`src/rtl/core/assert_macros.svh`:
```
// assertion macros shared by the loader rtl
// expects clk and arst_n in the scope of every use
`ifndef ASSERT_MACROS_SVH
`define ASSERT_MACROS_SVH

// plain property, checked while out of reset
`define GCL_ASSERT(name, prop, msg) \
	name: assert property (@(posedge clk) disable iff (!arst_n) (prop)) else $error(msg);

// same-cycle implication
`define GCL_ASSERT_IMP(name, ante, cons, msg) \
	name: assert property (@(posedge clk) disable iff (!arst_n) (ante) |-> (cons)) else $error(msg);

// next-cycle implication
`define GCL_ASSERT_NXT(name, ante, cons, msg) \
	name: assert property (@(posedge clk) disable iff (!arst_n) (ante) |=> (cons)) else $error(msg);

`endif

```
`src/rtl/core/gcl_pkg.sv`:
```
// package for the greedy capacity loader
// types, widths and codes used by all loader modules; no dependencies
`timescale 1ns / 1ps

package gcl_pkg;

	localparam int GCL_MAX_ITEMS = 32;
	localparam int WEIGHT_W      = 24;
	localparam int SUM_W         = 32;
	localparam int CAP_W         = 16;
	localparam int FRAC_W        = 8;
	localparam int CFG_IDX_W     = 1;

	typedef logic [CFG_IDX_W-1:0] cfg_idx_t;
	localparam cfg_idx_t CFG_CAPACITY = 1'b0;
	localparam cfg_idx_t CFG_MODE     = 1'b1;

	localparam logic MODE_COUNT  = 1'b0;
	localparam logic MODE_WEIGHT = 1'b1;

	typedef struct packed {
		logic [WEIGHT_W-1:0] weight;
		logic                last_item;
	} item_t;

	typedef struct packed {
		logic [WEIGHT_W-1:0] chosen_weight;
		logic                end_of_run;
		logic                none_chosen;
	} result_t;

	typedef enum logic {
		CMP_LESS,
		CMP_GREATER
	} cmp_op_t;

	typedef struct packed {
		cmp_op_t          op;
		logic             add_en;
		logic [SUM_W-1:0] x;
		logic [SUM_W-1:0] s;
		logic [SUM_W-1:0] r;
	} alu_req_t;

	typedef struct packed {
		logic [SUM_W-1:0] sum;
		logic             hit;
	} alu_rsp_t;

	typedef enum logic [1:0] {
		ST_IDLE,
		ST_SCAN,
		ST_TEST,
		ST_FINISH
	} seq_state_t;

endpackage

```
`src/rtl/core/greedy_capacity_loader.sv`:
```
// top level of the greedy capacity loader: configuration registers and wiring
// depends on gcl_pkg, gcl_store, gcl_alu, gcl_seq
//
// Usage: present a request on item with start high; it is taken at a clock edge
// where busy is low, with no gap needed between requests. Each request stores one
// weight (weights beyond MAX_ITEMS are dropped). A request with last_item set
// closes the set and starts selection; busy stays high until it finishes.
// Selection is a selection sort over the weight memory: each round reads the n
// stored weights through the single read port, whose data is registered, and
// then runs one fit test through the shared add/compare unit. At most n rounds
// run, followed by one closing state before the block returns to idle.
// Results appear on result for exactly one cycle each, marked by result_valid;
// the receiver cannot stall them. The last one carries end_of_run, and an empty
// selection gives one result with none_chosen set.
// Configuration goes through cfg_valid/cfg_ready (always ready) with cfg_index
// 0 = capacity, 1 = mode; write it only while the block is idle.
// Reset (arst_n low) clears the set, the running sum and both registers; the
// weight memory is not cleared and needs no clearing pass.
`timescale 1ns / 1ps

module greedy_capacity_loader import gcl_pkg::*; #(
	parameter int MAX_ITEMS = GCL_MAX_ITEMS
) (
	input  logic             clk,
	input  logic             arst_n,
	input  logic             start,
	output logic             busy,
	input  item_t            item,
	input  logic             cfg_valid,
	output logic             cfg_ready,
	input  cfg_idx_t         cfg_index,
	input  logic [CAP_W-1:0] cfg_data,
	output result_t          result,
	output logic             result_valid
);

	localparam int CNT_W = $clog2(MAX_ITEMS + 1);
	localparam int IDX_W = (MAX_ITEMS > 1) ? $clog2(MAX_ITEMS) : 1;

	logic [CAP_W-1:0] capacity_q;
	logic             mode_q;

	logic                mem_we;
	logic [IDX_W-1:0]    mem_waddr;
	logic [WEIGHT_W-1:0] mem_wdata;
	logic                mem_re;
	logic [IDX_W-1:0]    mem_raddr;
	logic [WEIGHT_W-1:0] mem_rdata;
	alu_req_t            alu_req;
	alu_rsp_t            alu_rsp;

	assign cfg_ready = 1'b1;

	always_ff @(posedge clk or negedge arst_n) begin
		if (!arst_n) begin
			capacity_q <= '0;
			mode_q     <= MODE_COUNT;
		end else if (cfg_valid && cfg_ready) begin
			case (cfg_index)
				CFG_CAPACITY: capacity_q <= cfg_data;
				CFG_MODE:     mode_q     <= cfg_data[0];
				default:      mode_q     <= mode_q;
			endcase
		end
	end

	gcl_store #(
		.DEPTH  (MAX_ITEMS),
		.ADDR_W (IDX_W)
	) u_store (
		.clk   (clk),
		.we    (mem_we),
		.waddr (mem_waddr),
		.wdata (mem_wdata),
		.re    (mem_re),
		.raddr (mem_raddr),
		.rdata (mem_rdata)
	);

	gcl_alu u_alu (
		.req (alu_req),
		.rsp (alu_rsp)
	);

	gcl_seq #(
		.MAX_ITEMS (MAX_ITEMS),
		.CNT_W     (CNT_W),
		.IDX_W     (IDX_W)
	) u_seq (
		.clk          (clk),
		.arst_n       (arst_n),
		.start        (start),
		.busy         (busy),
		.item         (item),
		.capacity     (capacity_q),
		.mode         (mode_q),
		.mem_we       (mem_we),
		.mem_waddr    (mem_waddr),
		.mem_wdata    (mem_wdata),
		.mem_re       (mem_re),
		.mem_raddr    (mem_raddr),
		.mem_rdata    (mem_rdata),
		.alu_req      (alu_req),
		.alu_rsp      (alu_rsp),
		.result       (result),
		.result_valid (result_valid)
	);

endmodule

```
`src/rtl/core/gcl_store.sv`:
```
// weight memory: one write port, one read port with registered data
// depends on gcl_pkg
`timescale 1ns / 1ps

module gcl_store import gcl_pkg::*; #(
	parameter int DEPTH  = GCL_MAX_ITEMS,
	parameter int ADDR_W = 5
) (
	input  logic                clk,
	input  logic                we,
	input  logic [ADDR_W-1:0]   waddr,
	input  logic [WEIGHT_W-1:0] wdata,
	input  logic                re,
	input  logic [ADDR_W-1:0]   raddr,
	output logic [WEIGHT_W-1:0] rdata
);

	logic [WEIGHT_W-1:0] mem_q [DEPTH];
	logic [WEIGHT_W-1:0] rdata_q;

	always_ff @(posedge clk) begin
		if (we) begin
			mem_q[waddr] <= wdata;
		end
		if (re) begin
			rdata_q <= mem_q[raddr];
		end
	end

	assign rdata = rdata_q;

endmodule

```
`src/rtl/core/gcl_alu.sv`:
```
// shared add and compare unit used for both the sort scan and the fit test
// depends on gcl_pkg
`timescale 1ns / 1ps

module gcl_alu import gcl_pkg::*; (
	input  alu_req_t req,
	output alu_rsp_t rsp
);

	logic [SUM_W-1:0] sum;

	always_comb begin
		sum     = req.x + (req.add_en ? req.s : '0);
		rsp.sum = sum;
		case (req.op)
			CMP_LESS:    rsp.hit = sum < req.r;
			CMP_GREATER: rsp.hit = req.r < sum;
			default:     rsp.hit = 1'b0;
		endcase
	end

endmodule

```
`src/rtl/core/gcl_seq.sv`:
```
// sequencer: loads weights, runs selection-sort scans and the greedy fit test
// depends on gcl_pkg, assert_macros.svh; drives gcl_store and gcl_alu
`timescale 1ns / 1ps
`include "assert_macros.svh"

module gcl_seq import gcl_pkg::*; #(
	parameter int MAX_ITEMS = GCL_MAX_ITEMS,
	parameter int CNT_W     = $clog2(MAX_ITEMS + 1),
	parameter int IDX_W     = (MAX_ITEMS > 1) ? $clog2(MAX_ITEMS) : 1
) (
	input  logic                clk,
	input  logic                arst_n,
	input  logic                start,
	output logic                busy,
	input  item_t               item,
	input  logic [CAP_W-1:0]    capacity,
	input  logic                mode,
	output logic                mem_we,
	output logic [IDX_W-1:0]    mem_waddr,
	output logic [WEIGHT_W-1:0] mem_wdata,
	output logic                mem_re,
	output logic [IDX_W-1:0]    mem_raddr,
	input  logic [WEIGHT_W-1:0] mem_rdata,
	output alu_req_t            alu_req,
	input  alu_rsp_t            alu_rsp,
	output result_t             result,
	output logic                result_valid
);

	seq_state_t state_q, state_d;

	logic [CNT_W-1:0]     cnt_q;
	logic [CNT_W-1:0]     issue_cnt_q;
	logic [CNT_W-1:0]     rounds_q;
	logic [SUM_W-1:0]     sum_q;
	logic [MAX_ITEMS-1:0] taken_q;
	logic                 found_q;
	logic                 have_pend_q;
	logic                 rd_valid_s1;
	logic [IDX_W-1:0]     rd_idx_s1;
	logic [WEIGHT_W-1:0]  best_q;
	logic [IDX_W-1:0]     best_idx_q;
	logic [WEIGHT_W-1:0]  pend_q;
	result_t              res_q;
	logic                 res_valid_q;

	logic             store_room;
	logic [IDX_W-1:0] last_idx;
	logic             final_round;
	logic             accept;
	logic             better;

	assign store_room  = cnt_q < CNT_W'(MAX_ITEMS);
	assign last_idx    = IDX_W'(cnt_q - CNT_W'(1));
	assign final_round = rounds_q == (cnt_q - CNT_W'(1));
	// count mode keeps while below capacity, weight mode rejects only above it
	assign accept      = (mode == MODE_COUNT) ? alu_rsp.hit : !alu_rsp.hit;
	assign better      = (state_q == ST_SCAN) && rd_valid_s1 && !taken_q[rd_idx_s1] &&
	                     (!found_q || alu_rsp.hit);

	assign mem_waddr = cnt_q[IDX_W-1:0];
	assign mem_wdata = item.weight;
	assign mem_raddr = issue_cnt_q[IDX_W-1:0];

	// one unit: scan compares fetched vs best, test adds and compares to the limit
	always_comb begin
		alu_req.op = (mode == MODE_WEIGHT) ? CMP_GREATER : CMP_LESS;
		if (state_q == ST_TEST) begin
			alu_req.add_en = 1'b1;
			alu_req.x      = SUM_W'(best_q);
			alu_req.s      = sum_q;
			alu_req.r      = SUM_W'({capacity, {FRAC_W{1'b0}}});
		end else begin
			alu_req.add_en = 1'b0;
			alu_req.x      = SUM_W'(mem_rdata);
			alu_req.s      = sum_q;
			alu_req.r      = SUM_W'(best_q);
		end
	end

	always_ff @(posedge clk or negedge arst_n) begin
		if (!arst_n) begin
			state_q <= ST_IDLE;
		end else begin
			state_q <= state_d;
		end
	end

	always_comb begin
		state_d = state_q;
		busy    = 1'b1;
		mem_we  = 1'b0;
		mem_re  = 1'b0;
		case (state_q)
			ST_IDLE: begin
				busy = 1'b0;
				if (start) begin
					mem_we = store_room;
					if (item.last_item) begin
						state_d = ST_SCAN;
					end
				end
			end
			ST_SCAN: begin
				mem_re = issue_cnt_q < cnt_q;
				if (rd_valid_s1 && (rd_idx_s1 == last_idx)) begin
					state_d = ST_TEST;
				end
			end
			ST_TEST: begin
				if (!accept && (mode == MODE_COUNT)) begin
					state_d = ST_FINISH;
				end else if (final_round) begin
					state_d = ST_FINISH;
				end else begin
					state_d = ST_SCAN;
				end
			end
			ST_FINISH: begin
				state_d = ST_IDLE;
			end
			default: begin
				state_d = ST_IDLE;
			end
		endcase
	end

	always_ff @(posedge clk or negedge arst_n) begin
		if (!arst_n) begin
			cnt_q       <= '0;
			issue_cnt_q <= '0;
			rounds_q    <= '0;
			sum_q       <= '0;
			taken_q     <= '0;
			found_q     <= 1'b0;
			have_pend_q <= 1'b0;
			rd_valid_s1 <= 1'b0;
			res_valid_q <= 1'b0;
		end else begin
			rd_valid_s1 <= mem_re;
			res_valid_q <= 1'b0;
			case (state_q)
				ST_IDLE: begin
					issue_cnt_q <= '0;
					rounds_q    <= '0;
					found_q     <= 1'b0;
					if (start && store_room) begin
						cnt_q <= cnt_q + CNT_W'(1);
					end
				end
				ST_SCAN: begin
					if (mem_re) begin
						issue_cnt_q <= issue_cnt_q + CNT_W'(1);
					end
					if (better) begin
						found_q <= 1'b1;
					end
				end
				ST_TEST: begin
					taken_q[best_idx_q] <= 1'b1;
					rounds_q            <= rounds_q + CNT_W'(1);
					issue_cnt_q         <= '0;
					found_q             <= 1'b0;
					if (accept) begin
						sum_q       <= alu_rsp.sum;
						have_pend_q <= 1'b1;
						// the previous pick is now known not to be the last
						res_valid_q <= have_pend_q;
					end
				end
				ST_FINISH: begin
					cnt_q       <= '0;
					sum_q       <= '0;
					taken_q     <= '0;
					have_pend_q <= 1'b0;
					res_valid_q <= 1'b1;
				end
				default: begin
					res_valid_q <= 1'b0;
				end
			endcase
		end
	end

	always_ff @(posedge clk) begin
		rd_idx_s1 <= mem_raddr;
		if (better) begin
			best_q     <= mem_rdata;
			best_idx_q <= rd_idx_s1;
		end
		if ((state_q == ST_TEST) && accept) begin
			pend_q <= best_q;
			res_q  <= '{chosen_weight: pend_q, end_of_run: 1'b0, none_chosen: 1'b0};
		end
		if (state_q == ST_FINISH) begin
			if (have_pend_q) begin
				res_q <= '{chosen_weight: pend_q, end_of_run: 1'b1, none_chosen: 1'b0};
			end else begin
				res_q <= '{chosen_weight: '0, end_of_run: 1'b1, none_chosen: 1'b1};
			end
		end
	end

	assign result       = res_q;
	assign result_valid = res_valid_q;

	`GCL_ASSERT(a_cnt_bound, cnt_q <= CNT_W'(MAX_ITEMS), "item count above store depth")
	`GCL_ASSERT_IMP(a_rd_in_scan, rd_valid_s1, state_q == ST_SCAN, "read data outside a scan")
	`GCL_ASSERT_IMP(a_empty_is_end, result_valid && result.none_chosen, result.end_of_run,
		"empty result not marked as end")
	`GCL_ASSERT_NXT(a_finish_clears, state_q == ST_FINISH, cnt_q == '0 && sum_q == '0,
		"set not cleared after selection")
	`GCL_ASSERT_IMP(a_res_source, result_valid,
		$past(state_q == ST_TEST) || $past(state_q == ST_FINISH), "result outside selection")

endmodule
```
`config.mk`:
```
export PLATFORM = sky130hd
export DESIGN_NAME = greedy_capacity_loader
export DESIGN_NICKNAME = d
export VERILOG_FILES = /design/src/rtl/core/gcl_pkg.sv /design/src/rtl/core/greedy_capacity_loader.sv /design/src/rtl/core/gcl_store.sv /design/src/rtl/core/gcl_alu.sv /design/src/rtl/core/gcl_seq.sv
export VERILOG_INCLUDE_DIRS = /design/src /design/src/rtl/core
export SDC_FILE = /design/constraint.sdc
export NUM_CORES = 1
export LEC_CHECK = 0
export BUFFER_PORTS_ARGS = -buffer_cell sky130_fd_sc_hd__buf_2
export CAP_MARGIN = 20
export CORE_MARGIN = 10
export CORE_UTILIZATION = 50
export DETAILED_ROUTE_END_ITERATION = 16
export PLACE_DENSITY = 0.72
export SKIP_CTS_REPAIR_TIMING = 1
export SKIP_LAST_GASP = 1
export SLEW_MARGIN = 5
export SYNTH_ARGS = -nofsm -noshare
export SYNTH_HDL_FRONTEND = slang
export SYNTH_HIERARCHICAL = 1
export SYNTH_SLANG_ARGS = --single-unit
```
`constraint.sdc`:
```
create_clock -name clk -period 8.85 [get_ports clk]
set_input_delay 0.885 -clock clk [delete_from_list [all_inputs] [get_ports clk]]
set_output_delay 0.885 -clock clk [all_outputs]
set_load 0.005 [all_outputs]
```
==> impl_results.md <==
- EDFF count, synth: 871
- Post-synth cell types: between 70 and 80
- Slew @ Worst Pin: ~1100 ps
- Initial core utilization: around 50%
- Share of cells above drive strength 1: 11.6%
- Routed Antenna Nets: 0
- Worst setup EP type: flop
- Util after Layout: a little under three fifths
- Async set-reset flop share out of synthesis: between 10 and 15%
- Die Wd: 310 um
- Top_reg_cell synth: edfxtp_1
- Largest net degree at the start of global routing: 122
- Yosys warns: 6
- DR vias/cell: a little under 6
- # DRC: 0
- Worst EP required: slightly above 9000 ps
- Outcome: complete, no violations
- CTS HTree Levels: 3
- TritonRoute pass-1 iters: 5
- Top cell type by total area after synthesis: edfxtp_1
- DPL Wire Length: between 50 and 60 mm
- Flops & latches, synth: 981
- CTS tree: yes
- Synth top area share: a little over 60%
- Final Hold Viols: 0
- Worst slack at placement: between 1000 and 1500 ps
- Final Slew Violations: 0
- Total Power: 13.2 mW
- Max Fanout on Critical Path: 42
- Clock skew: ~57 ps
- Final Instance Area: 0.0463 sq mm
- Synth Cell Area: ~0.042 sq mm
- Clock root cell: clkbuf_16
- Core Area: around 0.083 sq mm
- Num ports: 75
- Achievable Freq: around 140 MHz
- Crit path DAT: approximately 7400 ps
- Routed wire length: 93.0 mm
- Type of the tightest min-delay check: input port to async pin
- GR Util All Layers: about a fifth
- CTS buffer count: 98
- RD Place Congestion: between 0.8 and 0.9
- Final Critical Period: between 7000 and 8000 ps
- Area grow syn2layout: 10.1%
- Crit path kind: flop to flop
- Ranking of synthesized cells by area: edfxtp_1 (62%), mux2i_1 (9.2%), dfrtp_1 (6.3%), ha_1 (2.2%), a21oi_1 (1.8%)
- Clk buf depth: 3
- Synthesized area per cell: 14.9 sq um
- Remaining Overflow, GRT: 0
- Setup ws final: approximately 1700 ps
- Critical Path Source Type: flop
- Clk_lat worst skew: roughly 680 ps
- CTS sink cnt: approximately 980
- Power density over the cells: approximately 290 mW/mm^2
- Final-stage net count: ~3000
- RSZ-0062 raised after global routing: false
- Worst-path clk slew: 60 ps
- Post-synthesis sequential area ratio: 68.7%
- Final setup TNS: 0 ps
- Row cnt: 106
- Syn Inst Count: 2815
- Die Ht: roughly 310 um
- PortBufs: between 70 and 80
- Setup Viol. Count Final: 0
- First-pass GRT wire length: between 100 and 150 mm
- Number of global-route vias before repair: about 24000
- Initial antenna violation count: 4
- Worst slew margin: a little over a quarter
- Pleak: 16.7 nW
- Placed inst area: between 0.04 and 0.05 sq mm
- Period Utilization, post-route: about 80%
- Vias post-DR: ~24000
- Die area: approximately 0.096 sq mm
- Routed wire per std cell: ~23 um
- VDD IR max: 0.320 mV
- Max-Cap Viols: 0
- Drt initial violations: between 1500 and 2000
[stage by stage]
step	instances	hold WS [ps]
finish	4023	273
global route	4023	318
CTS	4020	284
detailed placement	3836	439
global placement	3835	436
floorplan	2830	406
[cell usage after synthesis, types with 3 or more instances]
| cell | count |
|---|---|
| buf_1 | 8 |
| dfxtp_1 | 5 |
| nand3b_1 | 5 |
| a221oi_1 | 4 |
| a31oi_1 | 28 |
| nand2_1 | 194 |
| buf_2 | 45 |
| inv_2 | 7 |
| ha_1 | 73 |
| mux2i_1 | 388 |
| o21bai_1 | 3 |
| o211ai_1 | 9 |
| edfxtp_1 | 871 |
| o21ai_1 | 9 |
| or3b_2 | 3 |
| buf_4 | 65 |
| mux2_1 | 40 |
| nor3_1 | 38 |
| xor2_1 | 28 |
| nor2_1 | 100 |
| nand2b_1 | 6 |
| and3_1 | 5 |
| nand3_1 | 126 |
| a21oi_1 | 155 |
| a21o_1 | 7 |
| buf_6 | 24 |
| o21ai_0 | 25 |
| dfrtp_1 | 105 |
| a211oi_1 | 9 |
| nor3b_1 | 4 |
| o31ai_1 | 6 |
| and2_1 | 59 |
| xnor2_1 | 34 |
| inv_1 | 34 |
| a22o_1 | 49 |
| mux2_2 | 12 |
| clkbuf_1 | 55 |
| a22oi_1 | 73 |
| mux4_1 | 6 |
| nor2b_1 | 16 |
| or3_1 | 5 |
| mux2_4 | 10 |
| nand4_1 | 20 |
[sequential cells by signal (all words and copies together), names as in the netlist]
name,cells
u_store/rdata,24
u_seq/cnt_q,6
u_seq/pend_q,24
u_seq/taken_q,32
u_seq/result,26
u_seq/best_idx_q,5
capacity_q,16
u_seq/have_pend_q,1
u_seq/best_q,24
u_seq/rd_valid_s1,1
u_seq/sum_q,32
u_seq/result_valid,1
mode_q,1
u_seq/state_q,2
u_seq/issue_cnt_q,6
u_store/mem_q,768
u_seq/found_q,1
u_seq/rd_idx_s1,5
u_seq/rounds_q,6
[cell type report]
type	instances	area, sq um
inverters	41	154
flip-flops and latches	981	28900
repair buffers	127	831
clock buffers	120	2570
clock inverters	64	562
well taps	1080	1350
multi-input cells	1609	11900
diodes	1	2.50
fillers	6445	37200
[power breakdown]
group          switching (mW)  internal (mW)  total [mW]
Clock                    1.74           2.23        3.97
Combinational            2.07           1.30        3.38
Sequential              0.344           5.50        5.85
Total                    4.16           9.03        13.2
[routing by layer]
| metal | vias to the layer above | global-route usage, % | wire (um) |
|---|---|---|---|
| li1 | 10719 | - | - |
| met3 | 175 | 3.26 | 6370 |
| met2 | 894 | 31.4 | 44400 |
| met5 | - | 0 | 35 |
| met4 | 6 | 5.92 | 2520 |
| met1 | 11873 | 25.9 | 39700 |
[worst max-delay path: stages (launching register included)]
cell      delay, ps
dfrtp_1         520
inv_2           160
nor2_4          210
buf_4           370
mux2_1          410
fa_1            470
a21oi_1         220
o221ai_1        290
a21oi_1         390
o21ai_0         310
a21oi_1         330
xor2_1          180
ha_1            140
nand4_1         180
nor4_1          650
nor4b_1         400
a221oi_1        140
mux2_2          290
inv_1            80
ha_1            310
nand2_1         120
inv_2           290
buf_12          280
[cell usage in the layout (no fill, tap or decap), types with 6 or more instances in the layout]
master       n
inv_2        7
o211ai_1     9
mux2i_1    388
clkinv_1    30
clkbuf_16   99
buf_2       72
a21o_1       7
mux2_2      12
nor2b_1     14
clkinv_2    18
a21oi_1    155
conb_1      17
xor2_1      28
nand4_1     20
o21ai_1      9
a22o_1      49
mux4_1       6
dfrtp_1    104
nor3_1      38
a211oi_1     9
inv_1       34
nand2b_1     6
ha_1        73
buf_4       51
a31oi_1     28
mux2_4      10
a22oi_1     73
nor2_1      67
nand3_1    126
and2_1      58
xnor2_1     34
clkbuf_1    20
o21ai_0     25
mux2_1      40
o31ai_1      6
edfxtp_1   871
nand2_1    194
nor2_2      32
[path summary, 6_finish.rpt]
check	cells past startpoint	to	slack, ps	from
max	22	u_seq/pend_q[18]	1740	u_seq/state_q[1]
min	1	u_seq/taken_q[11]	270	arst_n
max reg2reg	22	u_seq/pend_q[18]	1740	u_seq/state_q[1]
min reg2reg	0	u_seq/best_q[11]	440	u_store/rdata[11]
max in group asynchronous	2	u_seq/issue_cnt_q[0]	7220	arst_n
min in group clk	0	u_seq/best_q[11]	440	u_store/rdata[11]
[kinds of logic after synthesis]
family          Yosys count  share of synthesized area [%]
compound gates          404                           6.29
xor+xnor                 62                           1.29
fa+ha+maj                74                           2.22
buf+inv                 240                           3.33
flops                   981                           68.7
mux                     456                           11.4
other cells               2                         0.0179
simple gates            596                           6.75
(Power assumes the default switching activity.)
